==> src/cpu6502_execute_unit_top_assert.svh <==
// Assertion macros for the execute unit.
`ifndef CPU6502_EXECUTE_UNIT_TOP_ASSERT_SVH
`define CPU6502_EXECUTE_UNIT_TOP_ASSERT_SVH

// Same-cycle implication, checked outside reset.
`define C6502EU_ASSERT_NOW(lbl, ante, cons, msg) \
    lbl: assert property (@(posedge i_clk) disable iff (!i_rst_n) (ante) |-> (cons)) \
        else $error(msg);

// Next-cycle implication, checked outside reset.
`define C6502EU_ASSERT_NEXT(lbl, ante, cons, msg) \
    lbl: assert property (@(posedge i_clk) disable iff (!i_rst_n) (ante) |=> (cons)) \
        else $error(msg);

`endif

==> src/c6502eu_pkg.sv <==
package c6502eu_pkg;

    typedef enum logic [5:0] {
        FN_LDA = 6'd0,  FN_LDX = 6'd1,  FN_LDY = 6'd2,  FN_STA = 6'd3,
        FN_STX = 6'd4,  FN_STY = 6'd5,  FN_TAX = 6'd6,  FN_TAY = 6'd7,
        FN_TSX = 6'd8,  FN_TXA = 6'd9,  FN_TXS = 6'd10, FN_TYA = 6'd11,
        FN_PHA = 6'd12, FN_PHP = 6'd13, FN_PLA = 6'd14, FN_PLP = 6'd15,
        FN_DEX = 6'd16, FN_DEY = 6'd17, FN_INX = 6'd18, FN_INY = 6'd19,
        FN_INC = 6'd20, FN_DEC = 6'd21, FN_ADC = 6'd22, FN_SBC = 6'd23,
        FN_AND = 6'd24, FN_EOR = 6'd25, FN_ORA = 6'd26, FN_ASL = 6'd27,
        FN_ROL = 6'd28, FN_LSR = 6'd29, FN_ROR = 6'd30, FN_CLC = 6'd31,
        FN_CLD = 6'd32, FN_CLI = 6'd33, FN_CLV = 6'd34, FN_SEC = 6'd35,
        FN_SED = 6'd36, FN_SEI = 6'd37, FN_CMP = 6'd38, FN_CPX = 6'd39,
        FN_CPY = 6'd40, FN_BIT = 6'd41, FN_BRANCH = 6'd42, FN_NOP = 6'd43
    } t_func;

    typedef enum logic [2:0] {
        BR_CC = 3'd0, BR_CS = 3'd1, BR_EQ = 3'd2, BR_MI = 3'd3,
        BR_NE = 3'd4, BR_PL = 3'd5, BR_VC = 3'd6, BR_VS = 3'd7
    } t_branch;

    localparam int unsigned FLAG_C = 0;
    localparam int unsigned FLAG_Z = 1;
    localparam int unsigned FLAG_I = 2;
    localparam int unsigned FLAG_D = 3;
    localparam int unsigned FLAG_B = 4;
    localparam int unsigned FLAG_U = 5;
    localparam int unsigned FLAG_V = 6;
    localparam int unsigned FLAG_N = 7;

    localparam logic [7:0] RESET_A  = 8'h00;
    localparam logic [7:0] RESET_X  = 8'h00;
    localparam logic [7:0] RESET_Y  = 8'h00;
    localparam logic [7:0] RESET_SP = 8'hFF;
    localparam logic [7:0] RESET_P  = 8'h24;
    localparam logic [7:0] PUSH_P_MASK = 8'h30;

endpackage

==> src/cpu6502_execute_unit_top.sv <==
// Channel  | Handshake                | Payload
// in       | i_in_valid / o_in_ready  | i_func, i_operand_byte, i_on_accumulator, i_branch_cond
// out      | o_out_valid / i_out_ready| o_write_data, o_write_enable, o_stack_slot,
//          |                          | o_branch_taken, o_status_out, o_reg_{a,x,y,sp}_out
// One transaction per cycle sustained while i_out_ready is high; path is input register, then result register.
// The ALU and flag logic between the two registers sets the clock; A, X, Y, SP and P
// update when a transaction moves from the input register into the result register.
// While the result register is stalled the input register still takes one transaction.
// Synchronous active-low reset: A=X=Y=0, SP=FF, P=24, both stages empty.
`include "cpu6502_execute_unit_top_assert.svh"

module cpu6502_execute_unit_top
    import c6502eu_pkg::*;
(
    input  logic       i_clk,
    input  logic       i_rst_n,
    input  logic       i_in_valid,
    output logic       o_in_ready,
    input  logic [5:0] i_func,
    input  logic [7:0] i_operand_byte,
    input  logic       i_on_accumulator,
    input  logic [2:0] i_branch_cond,
    output logic       o_out_valid,
    input  logic       i_out_ready,
    output logic [7:0] o_write_data,
    output logic       o_write_enable,
    output logic [7:0] o_stack_slot,
    output logic       o_branch_taken,
    output logic [7:0] o_status_out,
    output logic [7:0] o_reg_a_out,
    output logic [7:0] o_reg_x_out,
    output logic [7:0] o_reg_y_out,
    output logic [7:0] o_reg_sp_out
);

    logic       r_in_valid;
    logic [5:0] r_func;
    logic [7:0] r_operand;
    logic       r_on_acc;
    logic [2:0] r_cond;

    logic [7:0] r_a, r_x, r_y, r_sp, r_p;
    logic [7:0] n_a, n_x, n_y, n_sp, n_p;

    logic       r_out_valid;
    logic [7:0] r_out_wdata, r_out_slot;
    logic       r_out_wen, r_out_taken;
    logic [7:0] n_wdata, n_slot;
    logic       n_wen, n_taken;

    logic       advance;

    logic [8:0] adc_sum;
    logic [7:0] adc_m;
    logic [7:0] shift_src, shift_res;
    logic       shift_carry;
    logic [7:0] cmp_reg;
    logic [8:0] cmp_diff;
    logic [7:0] nz_val;
    logic       nz_upd;

    assign advance    = r_in_valid && (!r_out_valid || i_out_ready);
    assign o_in_ready = !r_in_valid || advance;

    assign adc_m   = (r_func == FN_SBC) ? ~r_operand : r_operand;
    assign adc_sum = {1'b0, r_a} + {1'b0, adc_m} + {8'd0, r_p[FLAG_C]};

    assign shift_src = r_on_acc ? r_a : r_operand;

    always_comb begin
        shift_res   = shift_src;
        shift_carry = 1'b0;
        case (r_func)
            FN_ASL: begin
                shift_res   = {shift_src[6:0], 1'b0};
                shift_carry = shift_src[7];
            end
            FN_ROL: begin
                shift_res   = {shift_src[6:0], r_p[FLAG_C]};
                shift_carry = shift_src[7];
            end
            FN_LSR: begin
                shift_res   = {1'b0, shift_src[7:1]};
                shift_carry = shift_src[0];
            end
            FN_ROR: begin
                shift_res   = {r_p[FLAG_C], shift_src[7:1]};
                shift_carry = shift_src[0];
            end
            default: begin
                shift_res   = shift_src;
                shift_carry = 1'b0;
            end
        endcase
    end

    always_comb begin
        case (r_func)
            FN_CPX:  cmp_reg = r_x;
            FN_CPY:  cmp_reg = r_y;
            default: cmp_reg = r_a;
        endcase
    end
    // bit 8 set means borrow, i.e. register < operand
    assign cmp_diff = {1'b0, cmp_reg} - {1'b0, r_operand};

    always_comb begin
        n_a     = r_a;
        n_x     = r_x;
        n_y     = r_y;
        n_sp    = r_sp;
        n_p     = r_p;
        n_wdata = 8'd0;
        n_wen   = 1'b0;
        n_slot  = 8'd0;
        n_taken = 1'b0;
        nz_val  = 8'd0;
        nz_upd  = 1'b0;
        case (r_func)
            FN_LDA: begin n_a = r_operand; nz_val = r_operand; nz_upd = 1'b1; end
            FN_LDX: begin n_x = r_operand; nz_val = r_operand; nz_upd = 1'b1; end
            FN_LDY: begin n_y = r_operand; nz_val = r_operand; nz_upd = 1'b1; end
            FN_STA: begin n_wdata = r_a; n_wen = 1'b1; end
            FN_STX: begin n_wdata = r_x; n_wen = 1'b1; end
            FN_STY: begin n_wdata = r_y; n_wen = 1'b1; end
            FN_TAX: begin n_x = r_a; nz_val = r_a; nz_upd = 1'b1; end
            FN_TAY: begin n_y = r_a; nz_val = r_a; nz_upd = 1'b1; end
            FN_TSX: begin n_x = r_sp; nz_val = r_sp; nz_upd = 1'b1; end
            FN_TXA: begin n_a = r_x; nz_val = r_x; nz_upd = 1'b1; end
            FN_TXS: begin n_sp = r_x; end
            FN_TYA: begin n_a = r_y; nz_val = r_y; nz_upd = 1'b1; end
            FN_PHA, FN_PHP: begin
                n_wdata = (r_func == FN_PHA) ? r_a : (r_p | PUSH_P_MASK);
                n_wen   = 1'b1;
                n_slot  = r_sp;
                n_sp    = r_sp - 8'd1;
            end
            FN_PLA: begin
                n_sp   = r_sp + 8'd1;
                n_slot = r_sp + 8'd1;
                n_a    = r_operand;
                n_p[FLAG_B] = 1'b0;
                nz_val = r_operand;
                nz_upd = 1'b1;
            end
            FN_PLP: begin
                n_sp   = r_sp + 8'd1;
                n_slot = r_sp + 8'd1;
                n_p    = r_operand;
                n_p[FLAG_B] = 1'b0;
            end
            FN_DEX: begin n_x = r_x - 8'd1; nz_val = r_x - 8'd1; nz_upd = 1'b1; end
            FN_DEY: begin n_y = r_y - 8'd1; nz_val = r_y - 8'd1; nz_upd = 1'b1; end
            FN_INX: begin n_x = r_x + 8'd1; nz_val = r_x + 8'd1; nz_upd = 1'b1; end
            FN_INY: begin n_y = r_y + 8'd1; nz_val = r_y + 8'd1; nz_upd = 1'b1; end
            FN_INC: begin
                n_wdata = r_operand + 8'd1; n_wen = 1'b1;
                nz_val  = r_operand + 8'd1; nz_upd = 1'b1;
            end
            FN_DEC: begin
                n_wdata = r_operand - 8'd1; n_wen = 1'b1;
                nz_val  = r_operand - 8'd1; nz_upd = 1'b1;
            end
            FN_ADC, FN_SBC: begin
                n_a = adc_sum[7:0];
                n_p[FLAG_C] = adc_sum[8];
                n_p[FLAG_V] = ~(r_a[7] ^ adc_m[7]) & (r_a[7] ^ adc_sum[7]);
                nz_val = adc_sum[7:0];
                nz_upd = 1'b1;
            end
            FN_AND: begin n_a = r_a & r_operand; nz_val = r_a & r_operand; nz_upd = 1'b1; end
            FN_EOR: begin n_a = r_a ^ r_operand; nz_val = r_a ^ r_operand; nz_upd = 1'b1; end
            FN_ORA: begin n_a = r_a | r_operand; nz_val = r_a | r_operand; nz_upd = 1'b1; end
            FN_ASL, FN_ROL, FN_LSR, FN_ROR: begin
                if (r_on_acc) begin
                    n_a = shift_res;
                end else begin
                    n_wdata = shift_res;
                    n_wen   = 1'b1;
                end
                n_p[FLAG_C] = shift_carry;
                nz_val = shift_res;
                nz_upd = 1'b1;
            end
            FN_CLC: n_p[FLAG_C] = 1'b0;
            FN_CLD: n_p[FLAG_D] = 1'b0;
            FN_CLI: n_p[FLAG_I] = 1'b0;
            FN_CLV: n_p[FLAG_V] = 1'b0;
            FN_SEC: n_p[FLAG_C] = 1'b1;
            FN_SED: n_p[FLAG_D] = 1'b1;
            FN_SEI: n_p[FLAG_I] = 1'b1;
            FN_CMP, FN_CPX, FN_CPY: begin
                n_p[FLAG_C] = ~cmp_diff[8];
                n_p[FLAG_Z] = (cmp_reg == r_operand);
                n_p[FLAG_N] = cmp_diff[7];
            end
            FN_BIT: begin
                n_p[FLAG_Z] = ((r_a & r_operand) == 8'd0);
                n_p[FLAG_V] = r_operand[6];
                n_p[FLAG_N] = r_operand[7];
            end
            FN_BRANCH: begin
                case (r_cond)
                    BR_CC:   n_taken = ~r_p[FLAG_C];
                    BR_CS:   n_taken = r_p[FLAG_C];
                    BR_EQ:   n_taken = r_p[FLAG_Z];
                    BR_MI:   n_taken = r_p[FLAG_N];
                    BR_NE:   n_taken = ~r_p[FLAG_Z];
                    BR_PL:   n_taken = ~r_p[FLAG_N];
                    BR_VC:   n_taken = ~r_p[FLAG_V];
                    BR_VS:   n_taken = r_p[FLAG_V];
                    default: n_taken = 1'b0;
                endcase
            end
            default: begin
                n_a = r_a;
            end
        endcase
        if (nz_upd) begin
            n_p[FLAG_Z] = (nz_val == 8'd0);
            n_p[FLAG_N] = nz_val[7];
        end
    end

    always_ff @(posedge i_clk) begin
        if (!i_rst_n) begin
            r_in_valid <= 1'b0;
        end else if (o_in_ready) begin
            r_in_valid <= i_in_valid;
        end
    end

    always_ff @(posedge i_clk) begin
        if (o_in_ready && i_in_valid) begin
            r_func    <= i_func;
            r_operand <= i_operand_byte;
            r_on_acc  <= i_on_accumulator;
            r_cond    <= i_branch_cond;
        end
    end

    always_ff @(posedge i_clk) begin
        if (!i_rst_n) begin
            r_a  <= RESET_A;
            r_x  <= RESET_X;
            r_y  <= RESET_Y;
            r_sp <= RESET_SP;
            r_p  <= RESET_P;
        end else if (advance) begin
            r_a  <= n_a;
            r_x  <= n_x;
            r_y  <= n_y;
            r_sp <= n_sp;
            r_p  <= n_p;
        end
    end

    always_ff @(posedge i_clk) begin
        if (!i_rst_n) begin
            r_out_valid <= 1'b0;
        end else if (advance) begin
            r_out_valid <= 1'b1;
        end else if (i_out_ready) begin
            r_out_valid <= 1'b0;
        end
    end

    always_ff @(posedge i_clk) begin
        if (advance) begin
            r_out_wdata <= n_wdata;
            r_out_wen   <= n_wen;
            r_out_slot  <= n_slot;
            r_out_taken <= n_taken;
        end
    end

    assign o_out_valid    = r_out_valid;
    assign o_write_data   = r_out_wdata;
    assign o_write_enable = r_out_wen;
    assign o_stack_slot   = r_out_slot;
    assign o_branch_taken = r_out_taken;
    // registers stay put until the next commit, so they double as the result payload
    assign o_status_out   = r_p;
    assign o_reg_a_out    = r_a;
    assign o_reg_x_out    = r_x;
    assign o_reg_y_out    = r_y;
    assign o_reg_sp_out   = r_sp;

    `C6502EU_ASSERT_NOW(a_b_flag_clear, 1'b1, !r_p[FLAG_B], "B flag set in P")
    `C6502EU_ASSERT_NEXT(a_state_hold, !advance, $stable(r_a) && $stable(r_x) && $stable(r_y) && $stable(r_sp) && $stable(r_p), "state changed without commit")
    `C6502EU_ASSERT_NEXT(a_push_sp, advance && (r_func == FN_PHA || r_func == FN_PHP), r_sp == $past(r_sp) - 8'd1 && r_out_wen, "push did not decrement SP")
    `C6502EU_ASSERT_NEXT(a_taken_only_branch, advance && r_func != FN_BRANCH, !r_out_taken, "branch taken outside branch op")
    `C6502EU_ASSERT_NOW(a_ready_when_empty, !r_out_valid, o_in_ready, "input stalled with empty output")

endmodule
==> config.mk <==
export PLATFORM = sky130hd
export DESIGN_NAME = cpu6502_execute_unit_top
export DESIGN_NICKNAME = d
export VERILOG_FILES = /design/src/c6502eu_pkg.sv /design/src/cpu6502_execute_unit_top.sv
export VERILOG_INCLUDE_DIRS = /design/src /design/src/src
export SDC_FILE = /design/constraint.sdc
export NUM_CORES = 1
export LEC_CHECK = 0
export BUFFER_PORTS_ARGS = -buffer_cell sky130_fd_sc_hd__buf_2
export CORE_ASPECT_RATIO = 1.25
export CORE_MARGIN = 2
export CORE_UTILIZATION = 55
export CTS_CLUSTER_DIAMETER = 150
export DETAILED_ROUTE_END_ITERATION = 12
export PLACE_DENSITY = 0.74
export SLEW_MARGIN = 0
export SYNTH_ARGS = -nofsm -noshare
export SYNTH_HDL_FRONTEND = slang
export SYNTH_SLANG_ARGS = --single-unit
==> constraint.sdc <==
create_clock -name i_clk -period 7.8 [get_ports i_clk]
set_clock_uncertainty 0.05 [all_clocks]
set_input_delay 0.78 -clock i_clk [delete_from_list [all_inputs] [get_ports i_clk]]
set_output_delay 0.78 -clock i_clk [all_outputs]
set_load 0.005 [all_outputs]
==> results.json <==
{
  "status": "complete, no violations",
  "synth_cell_types": 87,
  "post-cts-setup-buffers": 0,
  "die-area_um2": 13700,
  "netlist.area_leader.share": 0.154,
  "ant_nets": 0,
  "yosys-top-cells-count": "nor2_1 (76), nand2_1 (60), o21ai_0 (46)",
  "ios": 82,
  "cts_root_buffer": "clkbuf_16",
  "gp_congestion": 1.01,
  "yosysTopAreaCell": "edfxtp_1",
  "period_share": 0.624,
  "yosysMostFrequentCell": "nor2_1",
  "min_path_cells": 2,
  "max_freq_mhz": 205,
  "power_density_nw_per_um2": 144,
  "avgSynthCellArea_um2": 7.99,
  "critical-path-max-stage-delay_ps": 1030,
  "io_buffers": 80,
  "cts_sinks": 77,
  "hold_class": "flop to flop",
  "num_vias": 7563,
  "htreeDepth": 3,
  "cts_buffers": 9,
  "slew_viol_final": 0,
  "worstSetupStartpointType": "flop",
  "rsz0062_at_grt": "false",
  "cap_violations": 0,
  "vdd_drop_max_mv": 0.0785,
  "viasPerCell": 6.97,
  "cts_resized": 0,
  "tightest_slew_ps": 1360,
  "required_ps": 8020,
  "synth-seq-cells": 77,
  "dp.cells": 1069,
  "area_delta_synth_final_pct": 9.86,
  "netlist_area_um2": 7030,
  "p_total_w": 0.00111,
  "grt_max_degree": 51,
  "yosysSeqAreaShare": 0.271,
  "setup_viol": 0,
  "nets": 975,
  "clkTransAtPathRegs_ps": 60,
  "cp_max_fo": 35,
  "grt_pass1_wl_um": 40400,
  "rr_worst_depth": 14,
  "leakage_nw": 3.04,
  "firstDrtPassIters": 7,
  "antenna_found_initial": 0,
  "clockBufferDepth": 2,
  "wire_per_inst_um": 24.4,
  "synth_cells": 880,
  "die_w_um": 105,
  "overflow": 0,
  "grt_pass1_vias": 6893,
  "start_util": 0.558,
  "critPathKind": "flop to flop",
  "ys.flop_type": "dfxtp_1",
  "ys_top_cells_by_area": "edfxtp_1 (15%), dfxtp_1 (12%), ha_1 (6.9%)",
  "instances_no_fill": 1085,
  "grt.total_usage": 0.387,
  "drt_iter0_markers": 1251,
  "async_reset_ff_frac": 0,
  "drive_above_1_share": 0.150,
  "arrival_ps": 5090,
  "cp_top_family": "simple AND/OR/NAND/NOR gates",
  "die_y_um": 130,
  "period_needed_ps": 4870,
  "ys_warn_count": 0,
  "floorplan.rows": 46,
  "drc_errors": 0,
  "path_buf_inv": 0,
  "syn_nets": 943,
  "fillCellCount": 1180,
  "hold_violations": 0,
  "core_area_um2": 12600,
  "synth_edf_count": 36,
  "path_cells": "nand3b_1, nor2_1, nand2_1, xnor2_1, fa_1, fa_1, nand2b_1, a21oi_1, xor2_1, a211oi_1, nand2_1, nor3_2, nand4_1, o31ai_2",
  "worst_setup_path_end_kind": "flop",
  "slowest_stage": "edfxtp_1",
  "routed_wl_um": 26500,
  "tritoncts": "yes",
  "dp_hpwl_um": 19000,
  "worst-path-stages": 14,
  "setup_tns_ps": 0,
  "hold_buffers": 0,
  "slew_headroom": 0.0844,
  "diodes": 0,
  "clk-insertion-delay-late_ps": 350,
  "fin_util": 0.613
}
==> layer usage <==
metal  up-vias  wire length, um  global-route usage  share of wire
li1       3405                -                   -              -
met1      3469            10100               0.495           0.38
met2       563            11800               0.619           0.45
met3       126             2770              0.0709           0.10
met4         0             1740               0.220          0.066
met5         -                0                   0              0
==> final cells by class <==
cell class	instances	area (um^2)	area share
Timing Repair Buffer	93	498	0.0645
Tap cell	168	210	0.0272
Clock buffer	9	225	0.0292
Multi-Input combinational cell	696	4680	0.606
Inverter	35	131	0.0170
Sequential cell	77	1900	0.246
Clock inverter	7	73.8	0.00956
==> per-stage QoR <==
stage / worst slack (ps) / instance area (um^2) / hold slack, ps
2_1_floorplan: 4150 / 7030 / 429
3_3_place_gp: 3240 / 7420 / 412
3_5_place_dp: 3080 / 7420 / 429
4_1_cts: 3070 / 7720 / 443
5_1_grt: 2610 / 7720 / 470
6_report: 2930 / 7720 / 439
==> state kept, by name, summed over array words and instances, names as in the netlist <==
| signal | flops |
|---|---|
| o_status_out | 7 |
| r_in_valid | 1 |
| r_operand | 8 |
| r_on_acc | 1 |
| r_func | 6 |
| r_cond | 3 |
| o_reg_a_out | 8 |
| o_reg_x_out | 8 |
| o_write_enable | 1 |
| o_write_data | 8 |
| o_out_valid | 1 |
| o_reg_y_out | 8 |
| o_stack_slot | 8 |
| o_reg_sp_out | 8 |
| o_branch_taken | 1 |
==> cells by family (layout without fill, tap and decap cells) <==
| kind of cell | Yosys count | in the layout | share of synthesized area |
|---|---|---|---|
| compound gates | 284 | 284 | 0.286 |
| xor+xnor | 34 | 34 | 0.0424 |
| fa+ha+maj | 41 | 41 | 0.0751 |
| buf+inv | 107 | 144 | 0.0634 |
| flops | 77 | 77 | 0.271 |
| mux | 15 | 15 | 0.0215 |
| other cells | 1 | 1 | 0.000534 |
| simple gates | 321 | 321 | 0.240 |
==> worst min-delay path, stage by stage, from the launching register on <==
cell and delay, ps:
dfxtp_1 320, nand2_1 50, o211ai_1 80
==> where the power goes <==
group	switching, W	leakage, nW	internal (W)
sequential	0.0000385	0.677	0.000439
combinational	0.000121	2.22	0.0000769
clock	0.000189	0.147	0.000249
total	0.000348	3.04	0.000765
==> cell usage in the layout, fill, tap and decap left out, types with 25 or more instances in the layout <==
cell type	n
buf_2	80
nor2_1	76
nand2_1	60
o21ai_0	46
a21oi_1	44
dfxtp_1	41
nor3_1	39
ha_1	39
edfxtp_1	36
inv_1	34
a22oi_1	25
nand3_1	25
a31oi_1	25
==> final timing paths <==
check                                  endpoint            start  slack [ps]
worst min register to register  o_status_out[5]  o_status_out[5]         440
worst min-delay path            o_status_out[5]  o_status_out[5]         440
worst max register to register  o_status_out[1]        r_func[2]        2930
worst max-delay path            o_status_out[1]        r_func[2]        2930
No activity file was read; power rests on OpenSTA's default activity.
